### src/design/afld_pkg.sv
// package: sizes, state type and result record of the audio frame level detector
package afld_pkg;

    localparam int FRAME_SAMPLES = 256;

    localparam int RAW_W  = 32;
    localparam int PCM_W  = 16;
    localparam int REG_W  = 16;
    localparam int CIDX_W = 2;
    localparam int SUM_W  = $clog2(FRAME_SAMPLES * 32768 + 1);
    localparam int CNT_W  = $clog2(FRAME_SAMPLES + 1);
    localparam int STEP_W = $clog2(SUM_W);

    localparam logic [REG_W-1:0] TICK_MAX = {REG_W{1'b1}};

    localparam logic [REG_W-1:0] ON_THR_RST  = REG_W'(1200);
    localparam logic [REG_W-1:0] OFF_THR_RST = REG_W'(700);
    localparam logic [REG_W-1:0] HOLD_RST    = REG_W'(180);

    // configuration register indexes
    localparam logic [CIDX_W-1:0] CFG_ON_THR  = CIDX_W'(0);
    localparam logic [CIDX_W-1:0] CFG_OFF_THR = CIDX_W'(1);
    localparam logic [CIDX_W-1:0] CFG_HOLD    = CIDX_W'(2);

    // action codes
    localparam logic ACT_SAMPLE = 1'b0;
    localparam logic ACT_TICK   = 1'b1;

    localparam logic [STEP_W-1:0] LAST_STEP = STEP_W'(SUM_W - 1);

    typedef enum logic {
        ST_IDLE,
        ST_DIV
    } t_state;

    typedef struct packed {
        logic signed [PCM_W-1:0] pcm_sample;
        logic                    frame_valid;
        logic [PCM_W-1:0]        frame_peak;
        logic [PCM_W-1:0]        frame_mean_abs;
        logic                    activity_on;
    } t_result;

endpackage

### src/design/afld_if.sv
// channel interfaces: sample/tick input, result output and configuration write
interface afld_in_if;
    import afld_pkg::*;
    logic                    valid;
    logic                    ready;
    logic                    action;
    logic signed [RAW_W-1:0] raw_word;
    logic                    frame_end;
    modport source (output valid, action, raw_word, frame_end, input ready);
    modport sink   (input valid, action, raw_word, frame_end, output ready);
endinterface

interface afld_out_if;
    import afld_pkg::*;
    logic                    valid;
    logic                    ready;
    logic signed [PCM_W-1:0] pcm_sample;
    logic                    frame_valid;
    logic [PCM_W-1:0]        frame_peak;
    logic [PCM_W-1:0]        frame_mean_abs;
    logic                    activity_on;
    modport source (output valid, pcm_sample, frame_valid, frame_peak, frame_mean_abs,
                    activity_on, input ready);
    modport sink   (input valid, pcm_sample, frame_valid, frame_peak, frame_mean_abs,
                    activity_on, output ready);
endinterface

interface afld_cfg_if;
    import afld_pkg::*;
    logic              valid;
    logic              ready;
    logic [CIDX_W-1:0] index;
    logic [REG_W-1:0]  data;
    modport source (output valid, index, data, input ready);
    modport sink   (input valid, index, data, output ready);
endinterface

### src/design/audio_frame_level_detector_top.sv
// audio frame level detector: per-frame peak and mean with a held activity flag
// results: a non-closing sample has its result registered in the cycle after acceptance;
// a frame-closing sample gives its result once the one-bit-per-cycle restoring divider
// that forms the mean has produced its last quotient bit. ticks give no result.
// throughput: 1 item per cycle outside frame end with o_res ready; stalls while dividing.
// reset: synchronous active-low i_rst_n clears the sequencer, statistics, flag and counter
// and loads the threshold and hold registers with their defaults.
module audio_frame_level_detector_top (
    input logic i_clk,
    input logic i_rst_n,
    afld_in_if.sink    i_in,
    afld_out_if.source o_res,
    afld_cfg_if.sink   i_cfg
);
    import afld_pkg::*;

    t_state r_state, n_state;

    logic [REG_W-1:0] r_on_thr, r_off_thr, r_hold;

    logic [PCM_W-1:0] r_peak;
    logic [SUM_W-1:0] r_sum;
    logic [CNT_W-1:0] r_cnt;
    logic             r_active;
    logic [REG_W-1:0] r_ticks;

    // divider and the frame record it works on
    logic [SUM_W-1:0]  r_quo;
    logic [CNT_W-1:0]  r_rem;
    logic [CNT_W-1:0]  r_divisor;
    logic [STEP_W-1:0] r_step;
    logic [PCM_W-1:0]  r_fpeak;
    logic signed [PCM_W-1:0] r_fpcm;

    t_result r_out;
    logic    r_out_valid;

    logic in_take, out_take, is_tick, is_sample, closes, div_busy, div_last;
    logic signed [PCM_W-1:0] pcm;
    logic [PCM_W-1:0] mag;
    logic [PCM_W-1:0] n_peak;
    logic [SUM_W-1:0] n_sum;
    logic [CNT_W-1:0] n_cnt;
    logic [CNT_W:0]   trial;
    logic             q_bit;
    logic [CNT_W-1:0] n_rem;
    logic [PCM_W-1:0] mean;
    logic             trig, n_active, clr_ticks;

    assign i_cfg.ready = 1'b1;

    assign out_take  = r_out_valid && o_res.ready;
    assign in_take   = i_in.valid && i_in.ready;
    assign is_tick   = (i_in.action == ACT_TICK);
    assign is_sample = in_take && (i_in.action == ACT_SAMPLE);

    // sample datapath
    assign pcm    = i_in.raw_word[RAW_W-1 -: PCM_W];
    assign mag    = pcm[PCM_W-1] ? (~pcm + PCM_W'(1)) : pcm;
    assign n_peak = (mag > r_peak) ? mag : r_peak;
    assign n_sum  = r_sum + SUM_W'(mag);
    assign n_cnt  = r_cnt + CNT_W'(1);
    assign closes = i_in.frame_end || (n_cnt >= CNT_W'(FRAME_SAMPLES));

    // restoring divide step
    assign trial = {r_rem, r_quo[SUM_W-1]};
    assign q_bit = (trial >= {1'b0, r_divisor});
    assign n_rem = q_bit ? CNT_W'(trial - {1'b0, r_divisor}) : CNT_W'(trial);
    assign mean  = PCM_W'({r_quo[SUM_W-2:0], q_bit});

    // activity update at frame end
    assign trig = (r_fpeak >= r_on_thr) || (mean >= (r_on_thr >> 1));
    always_comb begin
        n_active  = r_active;
        clr_ticks = 1'b0;
        if (trig) begin
            n_active  = 1'b1;
            clr_ticks = 1'b1;
        end else if (r_active) begin
            if (r_fpeak > r_off_thr) begin
                clr_ticks = 1'b1;
            end else if (r_ticks >= r_hold) begin
                n_active = 1'b0;
            end
        end
    end

    // sequencer: next state
    always_comb begin
        n_state = r_state;
        unique case (r_state)
            ST_IDLE: begin
                if (is_sample && closes) begin
                    n_state = ST_DIV;
                end
            end
            ST_DIV: begin
                if (r_step == LAST_STEP) begin
                    n_state = ST_IDLE;
                end
            end
            default: n_state = ST_IDLE;
        endcase
    end

    // sequencer: outputs
    always_comb begin
        i_in.ready = 1'b0;
        div_busy   = 1'b0;
        div_last   = 1'b0;
        unique case (r_state)
            ST_IDLE: begin
                i_in.ready = !r_out_valid || o_res.ready;
            end
            ST_DIV: begin
                div_busy = 1'b1;
                div_last = (r_step == LAST_STEP);
            end
            default: begin
                i_in.ready = 1'b0;
            end
        endcase
    end

    always_ff @(posedge i_clk) begin
        if (!i_rst_n) begin
            r_state   <= ST_IDLE;
            r_on_thr  <= ON_THR_RST;
            r_off_thr <= OFF_THR_RST;
            r_hold    <= HOLD_RST;
            r_peak    <= '0;
            r_sum     <= '0;
            r_cnt     <= '0;
            r_active  <= 1'b0;
            r_ticks   <= '0;
            r_step    <= '0;
            r_out_valid <= 1'b0;
        end else begin
            r_state <= n_state;
            if (i_cfg.valid) begin
                unique case (i_cfg.index)
                    CFG_ON_THR:  r_on_thr  <= i_cfg.data;
                    CFG_OFF_THR: r_off_thr <= i_cfg.data;
                    CFG_HOLD:    r_hold    <= i_cfg.data;
                    default: ;
                endcase
            end
            if (in_take && is_tick && (r_ticks < TICK_MAX)) begin
                r_ticks <= r_ticks + REG_W'(1);
            end
            if (is_sample) begin
                if (closes) begin
                    r_peak <= '0;
                    r_sum  <= '0;
                    r_cnt  <= '0;
                end else begin
                    r_peak <= n_peak;
                    r_sum  <= n_sum;
                    r_cnt  <= n_cnt;
                end
            end
            if (div_busy) begin
                r_step <= div_last ? '0 : r_step + STEP_W'(1);
            end
            if (div_last) begin
                r_active <= n_active;
                if (clr_ticks) begin
                    r_ticks <= '0;
                end
            end
            if ((is_sample && !closes) || div_last) begin
                r_out_valid <= 1'b1;
            end else if (out_take) begin
                r_out_valid <= 1'b0;
            end
        end
    end

    // payload registers
    always_ff @(posedge i_clk) begin
        if (is_sample && closes) begin
            r_quo     <= n_sum;
            r_rem     <= '0;
            r_divisor <= n_cnt;
            r_fpeak   <= n_peak;
            r_fpcm    <= pcm;
        end else if (div_busy) begin
            r_quo <= {r_quo[SUM_W-2:0], q_bit};
            r_rem <= n_rem;
        end
        if (is_sample && !closes) begin
            r_out.pcm_sample     <= pcm;
            r_out.frame_valid    <= 1'b0;
            r_out.frame_peak     <= '0;
            r_out.frame_mean_abs <= '0;
            r_out.activity_on    <= r_active;
        end else if (div_last) begin
            r_out.pcm_sample     <= r_fpcm;
            r_out.frame_valid    <= 1'b1;
            r_out.frame_peak     <= r_fpeak;
            r_out.frame_mean_abs <= mean;
            r_out.activity_on    <= n_active;
        end
    end

    assign o_res.valid          = r_out_valid;
    assign o_res.pcm_sample     = r_out.pcm_sample;
    assign o_res.frame_valid    = r_out.frame_valid;
    assign o_res.frame_peak     = r_out.frame_peak;
    assign o_res.frame_mean_abs = r_out.frame_mean_abs;
    assign o_res.activity_on    = r_out.activity_on;

`ifndef SYNTH
    a_no_take_while_dividing: assert property (@(posedge i_clk) disable iff (!i_rst_n)
        (r_state == ST_DIV) |-> !i_in.ready)
        else $error("input taken while divider busy");

    a_close_starts_divide: assert property (@(posedge i_clk) disable iff (!i_rst_n)
        (is_sample && closes) |=> (r_state == ST_DIV) && (r_step == '0))
        else $error("frame close did not start the divider");

    a_mean_below_peak: assert property (@(posedge i_clk) disable iff (!i_rst_n)
        (r_out_valid && r_out.frame_valid) |-> (r_out.frame_mean_abs <= r_out.frame_peak))
        else $error("frame mean above frame peak");

    a_count_in_range: assert property (@(posedge i_clk) disable iff (!i_rst_n)
        r_cnt < CNT_W'(FRAME_SAMPLES))
        else $error("sample count reached frame size without closing");
`endif

endmodule

### src/flat_wrapper.sv
// flat-port wrapper written by rule: the top's interface ports become plain ports
module audio_frame_level_detector_top_flat import afld_pkg::*;
  (i_clk, i_rst_n, i_in_valid, i_in_action, i_in_raw_word, i_in_frame_end, i_in_ready, o_res_valid, o_res_pcm_sample, o_res_frame_valid, o_res_frame_peak, o_res_frame_mean_abs, o_res_activity_on, o_res_ready, i_cfg_valid, i_cfg_index, i_cfg_data, i_cfg_ready);
  afld_in_if i_in_i ();
  afld_out_if o_res_i ();
  afld_cfg_if i_cfg_i ();
  input logic i_clk;
  input logic i_rst_n;
  input wire logic [$bits(i_in_i.valid)-1:0] i_in_valid;
  input wire logic [$bits(i_in_i.action)-1:0] i_in_action;
  input wire logic [$bits(i_in_i.raw_word)-1:0] i_in_raw_word;
  input wire logic [$bits(i_in_i.frame_end)-1:0] i_in_frame_end;
  output wire logic [$bits(i_in_i.ready)-1:0] i_in_ready;
  output wire logic [$bits(o_res_i.valid)-1:0] o_res_valid;
  output wire logic [$bits(o_res_i.pcm_sample)-1:0] o_res_pcm_sample;
  output wire logic [$bits(o_res_i.frame_valid)-1:0] o_res_frame_valid;
  output wire logic [$bits(o_res_i.frame_peak)-1:0] o_res_frame_peak;
  output wire logic [$bits(o_res_i.frame_mean_abs)-1:0] o_res_frame_mean_abs;
  output wire logic [$bits(o_res_i.activity_on)-1:0] o_res_activity_on;
  input wire logic [$bits(o_res_i.ready)-1:0] o_res_ready;
  input wire logic [$bits(i_cfg_i.valid)-1:0] i_cfg_valid;
  input wire logic [$bits(i_cfg_i.index)-1:0] i_cfg_index;
  input wire logic [$bits(i_cfg_i.data)-1:0] i_cfg_data;
  output wire logic [$bits(i_cfg_i.ready)-1:0] i_cfg_ready;
  assign i_in_i.valid = i_in_valid;
  assign i_in_i.action = i_in_action;
  assign i_in_i.raw_word = i_in_raw_word;
  assign i_in_i.frame_end = i_in_frame_end;
  assign i_in_ready = i_in_i.ready;
  assign o_res_valid = o_res_i.valid;
  assign o_res_pcm_sample = o_res_i.pcm_sample;
  assign o_res_frame_valid = o_res_i.frame_valid;
  assign o_res_frame_peak = o_res_i.frame_peak;
  assign o_res_frame_mean_abs = o_res_i.frame_mean_abs;
  assign o_res_activity_on = o_res_i.activity_on;
  assign o_res_i.ready = o_res_ready;
  assign i_cfg_i.valid = i_cfg_valid;
  assign i_cfg_i.index = i_cfg_index;
  assign i_cfg_i.data = i_cfg_data;
  assign i_cfg_ready = i_cfg_i.ready;
  audio_frame_level_detector_top u_core (.i_clk(i_clk), .i_rst_n(i_rst_n), .i_in(i_in_i), .o_res(o_res_i), .i_cfg(i_cfg_i));
endmodule
### config.mk
export PLATFORM = sky130hd
export DESIGN_NAME = audio_frame_level_detector_top_flat
export DESIGN_NICKNAME = d
export VERILOG_FILES = /design/src/design/afld_pkg.sv /design/src/design/afld_if.sv /design/src/design/audio_frame_level_detector_top.sv /design/src/flat_wrapper.sv
export SDC_FILE = /design/constraint.sdc
export NUM_CORES = 1
export LEC_CHECK = 0
export BUFFER_PORTS_ARGS = -buffer_cell sky130_fd_sc_hd__clkbuf_2
export CAP_MARGIN = 20
export CORE_AREA = 2 2 186 188
export DETAILED_ROUTE_END_ITERATION = 6
export DIE_AREA = 0 0 188 190
export GPL_ROUTABILITY_DRIVEN = 0
export GPL_TIMING_DRIVEN = 0
export SLEW_MARGIN = 20
export SYNTH_ARGS = -nofsm -noshare
export SYNTH_HDL_FRONTEND = slang
export SYNTH_SLANG_ARGS = --single-unit
export TNS_END_PERCENT = 50
### constraint.sdc
create_clock -name i_clk -period 5.9 [get_ports i_clk]
set_input_delay 0.295 -clock i_clk [delete_from_list [all_inputs] [get_ports i_clk]]
set_output_delay 0.295 -clock i_clk [all_outputs]
set_load 0.02 [all_outputs]
==> reports/results.tsv, run 1 <==
stage	metric	value	unit
outcome	status	complete, no violations	
pwr	pwr-share-seq	40.4	%
place	post_dp_cell_area	14400	um^2
yosys	ys_ff_latch	245	
yosys	syn_nets	1617	
floorplanning	initial_core_util	39.3	%
critical_path	crit_path_start_kind	input pin	
clock_network	clk_pin_slew	0.06	ns
floorplanning	dieArea	35700	um^2
pwr	ir_drop	0.217	mV
clock_network	post_cts_buffers	0	
place	portBuffers	92	
pwr	netSwitchingPower	1.28	mW
clock_network	clock_latency	0.55	ns
yosys	yosysTopAreaCell	dfxtp_1	
pwr	combPwrFrac	16.6	%
clock_network	cts_buffer_depth	3	
hold_path	hold_path.class	input pin to flop	
pwr	swShare	27.4	%
global_route	grt_pass1_wl	59600	um
yosys	synth_cell_types	87	
detailed_routing	route.detailed.drc	0	
final_layout	seqCellArea	5730	um^2
yosys	ys_async_sr_fraction	0	%
global_route	gr-total-overflow	0	
critical_path	cp.required	6.19	ns
timing	max_freq	220	MHz
clock_network	cts.sinks	245	
floorplanning	fp.dieW	188	um
critical_path	endpoint_kind	flop	
timing	rsz0062_at_grt	false	
timing	tns	0	ns
final_layout	antennaDiodeCount	0	
detailed_routing	first_pass_iters	5	
pwr	power-per-cell-area	303	nW/um^2
floorplanning	die_y	190	um
final_layout	fin_nets	1745	
hold_path	min_delay_path_depth	3	
detailed_routing	wl_per_cell	18.6	um
critical_path	critPathMaxFanout	10	
critical_path	crit_slowest_cell	dlygate4sd3_1	
yosys	synth_area_per_cell	9.19	um^2
place	hpwl	28400	um
clock_network	cts_tree	done	
yosys	synth_top_area_share	24.5	%
critical_path	rrSetupSlack	1.45	ns
critical_path	criticalPathCategory	input pin to flop	
timing	finalCriticalPeriod	4.55	ns
timing	report.final.hold_viol_count	0	
timing	drv_slew	0	
final_layout	stdcell_count	2055	
critical_path	arrival	4.84	ns
floorplanning	core_area	33900	um^2
detailed_routing	vias_per_cell	5.46	
critical_path	cp_slowest_stage_delay	0.53	ns
global_route	grt_antenna_before_repair	0	
pwr	intPower	3.40	mW
global_route	grt_max_degree	51	
place	dp.cells	1997	
clock_network	root_buffer	clkbuf_16	
final_layout	area_growth	16.2	%
global_route	groute.usage.overall	21.1	%
yosys	synth_most_common_cell	nand2_1	
yosys	synthCells	1450	
detailed_routing	antenna_left	0	
clock_network	cts_resized	0	
global_route	grt_pass1_vias	10714	
yosys	ys_warn_count	0	
yosys	ys_top_cells_by_area	dfxtp_1 (24%), edfxtp_1 (18%), ha_1 (10%), nand2_1 (7.3%), a21oi_1 (4.7%)	
detailed_routing	vias	11228	
critical_path	crit_chain	dlygate4sd3_1 > clkbuf_2 > inv_1 > ha_1 > or3b_4 > or4_4 > o41ai_2 > xnor2_1 > ha_1 > nand4_1 > nor2_1 > a221oi_1 > o211ai_1 > nand2_1 > buf_2 > mux2_2	
final_layout	fillers	3281	
yosys	ys_seq_area_share	43.0	%
yosys	synth_common_cells	nand2_1 (260), dfxtp_1 (163), a21oi_1 (125)	
detailed_routing	drt-initial-drc-count	679	
yosys	synth_ff_type	dfxtp_1	
timing	max_slew.worst_pin.slew	1.02	ns
final_layout	multiInputGateArea	6980	um^2
floorplanning	num_rows	68	
timing	finClkSkew	0.0145	ns
final_layout	reg_top3	u_core.r_quo (24), u_core.r_sum (24)	
pwr	p_leak	5.89	nW
yosys	synth-edff-count	82	
yosys	syn_area	13300	um^2
timing	setup_violations	0	
critical_path	crit_top_cell	ha_1	
detailed_routing	totalWireLength	38200	um
clock_network	numCtsBuffers	28	
final_layout	drive_above_1_share	13.9	%
timing	slew_headroom	32.2	%
final_layout	design_area	15500	um^2
pwr	power_frac_clock	43.0	%
critical_path	rr_worst_depth	15	
clock_network	cts_max_level	1	
floorplanning	io_pins	110	
timing	post-route-period-util	77.2	%
job	cap_violations	0	
-- worst max-delay path, delay by kind of cell --
kind | cells | cell delay [ns]
compound gates | 3 | 0.73
buf+inv | 4 | 1.11
mux | 1 | 0.42
xor+xnor | 1 | 0.32
fa+ha+maj | 2 | 0.53
simple gates | 5 | 1.44
-- cell usage in the layout, fill, tap and decap left out, types with 30 or more instances in the layout --
| cell | count |
|---|---|
| ha_1 | 108 |
| nor2_1 | 51 |
| o211ai_1 | 30 |
| dfxtp_1 | 163 |
| clkbuf_1 | 40 |
| o21ai_0 | 57 |
| nand3_1 | 37 |
| xnor2_1 | 32 |
| clkbuf_2 | 92 |
| nand2_1 | 260 |
| nand4_1 | 30 |
| inv_1 | 91 |
| edfxtp_1 | 82 |
| a21oi_1 | 125 |
-- worst paths after layout --
kind,from,to
setup / recovery,i_in_raw_word[17],u_core.r_fpeak[10]
hold / removal,i_cfg_data[1],u_core.r_off_thr[1]
hold reg to reg,u_core.o_res.frame_peak[5],u_core.o_res.frame_peak[5]
setup reg to reg,u_core.r_divisor[7],u_core.o_res.activity_on
-- repair_timing --
| action | CTS | global route |
|---|---|---|
| hold endpoints to repair | 6 | 0 |
| setup endpoints to repair | 0 | 0 |
| hold buffers | 6 | 0 |
-- kinds of logic (layout without fill, tap and decap cells) --
group	count (synthesis)	after routing	share of synthesized area, %
compound gates	382	382	19.5
xor+xnor	46	46	3.02
fa+ha+maj	110	110	10.4
buf+inv	158	308	4.69
flops	245	245	43.0
mux	20	20	1.64
other cells	1	1	0.0281
simple gates	488	488	17.7
-- area by class of cell --
| class | instances | share of cell area, % |
|---|---|---|
| clock buffers | 35 | 5.03 |
| inverters | 94 | 2.28 |
| well taps | 455 | 3.68 |
| repair buffers | 98 | 3.36 |
| multi-input cells | 1047 | 45.1 |
| flip-flops and latches | 245 | 37.0 |
| clock inverters | 17 | 1.83 |
| plain buffers | 64 | 1.77 |
-- per-layer routing --
layer / part of all wire, % / global-route usage, % / routed length, um / vias to the layer above
li1: - / - / - / 5505
met1: 46 / 28.6 / 17700 / 5371
met2: 45 / 34.5 / 17200 / 286
met3: 5.3 / 3.25 / 2030 / 66
met4: 3.1 / 6.60 / 1190 / 0
met5: 0 / 0 / 0 / -
-- power by group through the flow --
stage          clock network, mW  registers (mW)  logic (mW)
6_report                    2.01            1.89       0.779
5_1_grt                     2.10            1.90       0.868
4_1_cts                     2.04            1.89       0.773
3_5_place_dp                   0            1.93       0.764
3_3_place_gp                   0            1.93       0.751
2_1_floorplan                  0            1.91       0.536
-- metrics by stage --
step	setup WS, ns	power, mW	utilization, %	hold WS [ns]
global placement	1.30	2.68	42.3	0.442
floorplan	2.21	2.45	-	0.394
CTS	1.40	4.70	45.6	0.00596
finish	1.35	4.68	45.6	0.0143
global route	1.18	4.86	45.6	0.0213
detailed placement	1.26	2.69	42.3	0.449
Power figures use the tool's default switching activity.
==> run 2, diff against run 1 <==
Clock period 5.9 ns to 3.75 ns, I/O delays scaled along.
==> run 2 against run 1 <==
Effect of this change:
- clock skew grew 0.00066 ns
- clock power grew 58%
- via count up 1.2%
- sequential share of layout area fell by 1.0 points
- critical path type is now flop to flop
==> reports/results.tsv, run 2 (same netlist as run 1, synthesis figures left out) <==
stage	metric	value	unit	change
clock_network	cts.sinks	245		unchanged
timing	rsz0062_at_grt	true		
clock_network	clock_latency	0.56	ns	about the same
detailed_routing	wl_per_cell	18.6	um	+0.16%
critical_path	endpoint_kind	flop		
floorplanning	num_rows	68		unchanged
timing	setup_slack	0.0943	ns	-1.25 ns
critical_path	critPathCapture	u_core.o_res.activity_on		
place	portBuffers	92		unchanged
timing	finalCriticalPeriod	3.66	ns	
detailed_routing	drt-initial-drc-count	720		+6.0%
detailed_routing	vias	11368		+1.2%
timing	slew_headroom	29.3	%	-2.9 points
hold_path	hold_path.class	input pin to flop		
critical_path	rrSetupSlack	0.09	ns	-1.36 ns
critical_path	crit_path_start_kind	flop		
critical_path	cp_num_buf_inv	2		-2
critical_path	arrival	3.94	ns	-0.90 ns
timing	finClkSkew	0.0151	ns	+0.000655 ns
detailed_routing	vias_per_cell	5.45		-0.26%
critical_path	path_depth	16		unchanged
critical_path	crit_chain	ha_2 > fa_2 > nor2b_2 > o21ai_2 > a21oi_2 > o21ai_4 > nand2_2 > clkinvlp_4 > ha_1 > nand2b_1 > a211oi_2 > o21bai_1 > a211oi_2 > o21ai_2 > buf_6 > a2bb2oi_1		
floorplanning	dieArea	35700	um^2	unchanged
final_layout	area_growth	19.5	%	
final_layout	layout_commonest_cell	nand2_1		
final_layout	fin_nets	1776		+1.8%
final_layout	seqCellArea	5730	um^2	unchanged
place	pre_cts_slack	-0.785	ns	-2.04 ns
clock_network	cts_tree	done		
critical_path	cp_top_family	compound AO/OA/AOI/OAI gates		
pwr	power	7.52	mW	+61%
critical_path	criticalPathCategory	flop to flop		
hold_path	min_delay_path_depth	3		unchanged
timing	setup_violations	0		unchanged
timing	max_slew.worst_pin.slew	1.06	ns	+0.0431 ns
global_route	gr-total-overflow	0		unchanged
critical_path	crit_start	u_core.r_divisor[0]		
clock_network	root_buffer	clkbuf_16		
clock_network	clk_pin_slew	0.06	ns	about the same
global_route	grt_pass1_vias	10891		+1.7%
global_route	grt_antenna_before_repair	0		unchanged
clock_network	cts_max_level	1		unchanged
place	post_dp_cell_area	14400	um^2	unchanged
floorplanning	fp.dieW	188	um	unchanged
critical_path	critPathMaxFanout	10		unchanged
critical_path	cp.required	4.03	ns	-2.16 ns
outcome	status	complete, no violations		
floorplanning	initial_core_util	39.3	%	unchanged
final_layout	drive_above_1_share	15.7	%	+1.8 points
final_layout	antennaDiodeCount	0		unchanged
job	cap_violations	0		unchanged
pwr	power-per-cell-area	472	nW/um^2	+56%
global_route	grt_max_degree	51		unchanged
timing	post-route-period-util	97.5	%	
global_route	groute.usage.overall	21.4	%	+0.31 points
final_layout	design_area	15900	um^2	+2.9%
final_layout	fillers	3225		-1.7%
timing	report.final.hold_viol_count	0		unchanged
timing	tns	0	ns	unchanged
critical_path	rr_worst_depth	16		+1
final_layout	reg_top3	u_core.r_quo (24), u_core.r_sum (24)		
critical_path	timing.rr.start	u_core.r_divisor[0]		
place	hpwl	28400	um	unchanged
timing	hold_slack	0.0315	ns	+0.0172 ns
detailed_routing	route.detailed.drc	0		unchanged
floorplanning	die_y	190	um	unchanged
detailed_routing	totalWireLength	38800	um	+1.7%
clock_network	cts_buffer_depth	3		unchanged
detailed_routing	antenna_left	0		unchanged
critical_path	crit_slowest_cell	edfxtp_1		
critical_path	reg2reg_to	u_core.o_res.activity_on		
pwr	p_leak	6.07	nW	+3.0%
timing	max_freq	274	MHz	
critical_path	cp_slowest_stage_delay	0.38	ns	-0.15 ns
clock_network	numCtsBuffers	28		unchanged
final_layout	multiInputGateArea	7100	um^2	+1.8%
floorplanning	io_pins	110		unchanged
pwr	ir_drop	0.343	mV	+58%
global_route	grt_pass1_wl	60400	um	+1.4%
timing	drv_slew	0		unchanged
final_layout	mostFrequentLayoutCells	nand2_1 (258), dfxtp_1 (163), a21oi_1 (124)		
floorplanning	core_area	33900	um^2	unchanged
detailed_routing	first_pass_iters	5		unchanged
[run 2: cell count changes in the layout (fill, tap and decap cells not counted), moves of 3 or more]
cell / previous run / this run
xnor2_2: 0 / 4
xnor2_1: 32 / 28
a211oi_1: 19 / 12
o21ai_1: 10 / 7
buf_4: 4 / 9
a211oi_2: 4 / 11
dlygate4sd3_1: 6 / 32
[run 2: how the worst min path moves through the flow]
stage,from,to,slack (ns)
after CTS,i_in_raw_word[16],u_core.r_peak[0],0.02
after detailed placement,i_in_raw_word[17],u_core.r_fpcm[1],0.41
after global routing,i_in_raw_word[19],u_core.o_res.pcm_sample[3],0.05
after global placement,i_in_raw_word[17],u_core.r_fpcm[1],0.42
final,i_in_raw_word[16],u_core.r_peak[0],0.03
after floorplan,i_in_raw_word[16],u_core.r_fpcm[0],0.29
[run 2: area by class of cell]
cell class	instances	share of cell area, %
Multi-Input combinational cell	1047	44.6
Sequential cell	245	35.9
Timing Repair Buffer	130	5.21
Clock buffer	35	4.89
Tap cell	455	3.57
Inverter	94	2.26
Clock inverter	17	1.78
Buffer	63	1.74
[run 2: stage by stage]
stage          utilization, %  std cells
6_report                 46.9       2086
5_1_grt                  46.9       2086
4_1_cts                  46.6       2084
3_5_place_dp             42.3       1997
3_3_place_gp             42.3       1997
2_1_floorplan               -       1450
[run 2: timing repair]
item                                    4_1_cts  5_1_grt
setup buffers                                 3        3
resized for setup                            10       23
endpoints found under the setup margin       28       63
hold endpoints to repair                     65        0
pin swaps                                     2        4
hold buffers                                 32        0
[run 2: power by group]
group          leakage [nW]  switching [mW]  internal [mW]  total, mW
logic                  3.46           0.837          0.538       1.38
clock network         0.522            1.16           2.01       3.17
registers              2.08          0.0931           2.88       2.98
total                  6.07            2.09           5.43       7.52
[run 2: metal layers]
metal / vias up / global-route usage [%] / wire (um)
met5: - / 0 / 0
met4: 0 / 7.00 / 1280
met3: 67 / 3.25 / 2080
met2: 285 / 35.1 / 17700
met1: 5453 / 28.8 / 17800
li1: 5563 / - / -
[run 2: tightest hold or removal path, stage by stage]
cell and delay [ns]:
clkbuf_2 0.17, nand3_1 0.10, o22ai_1 0.07
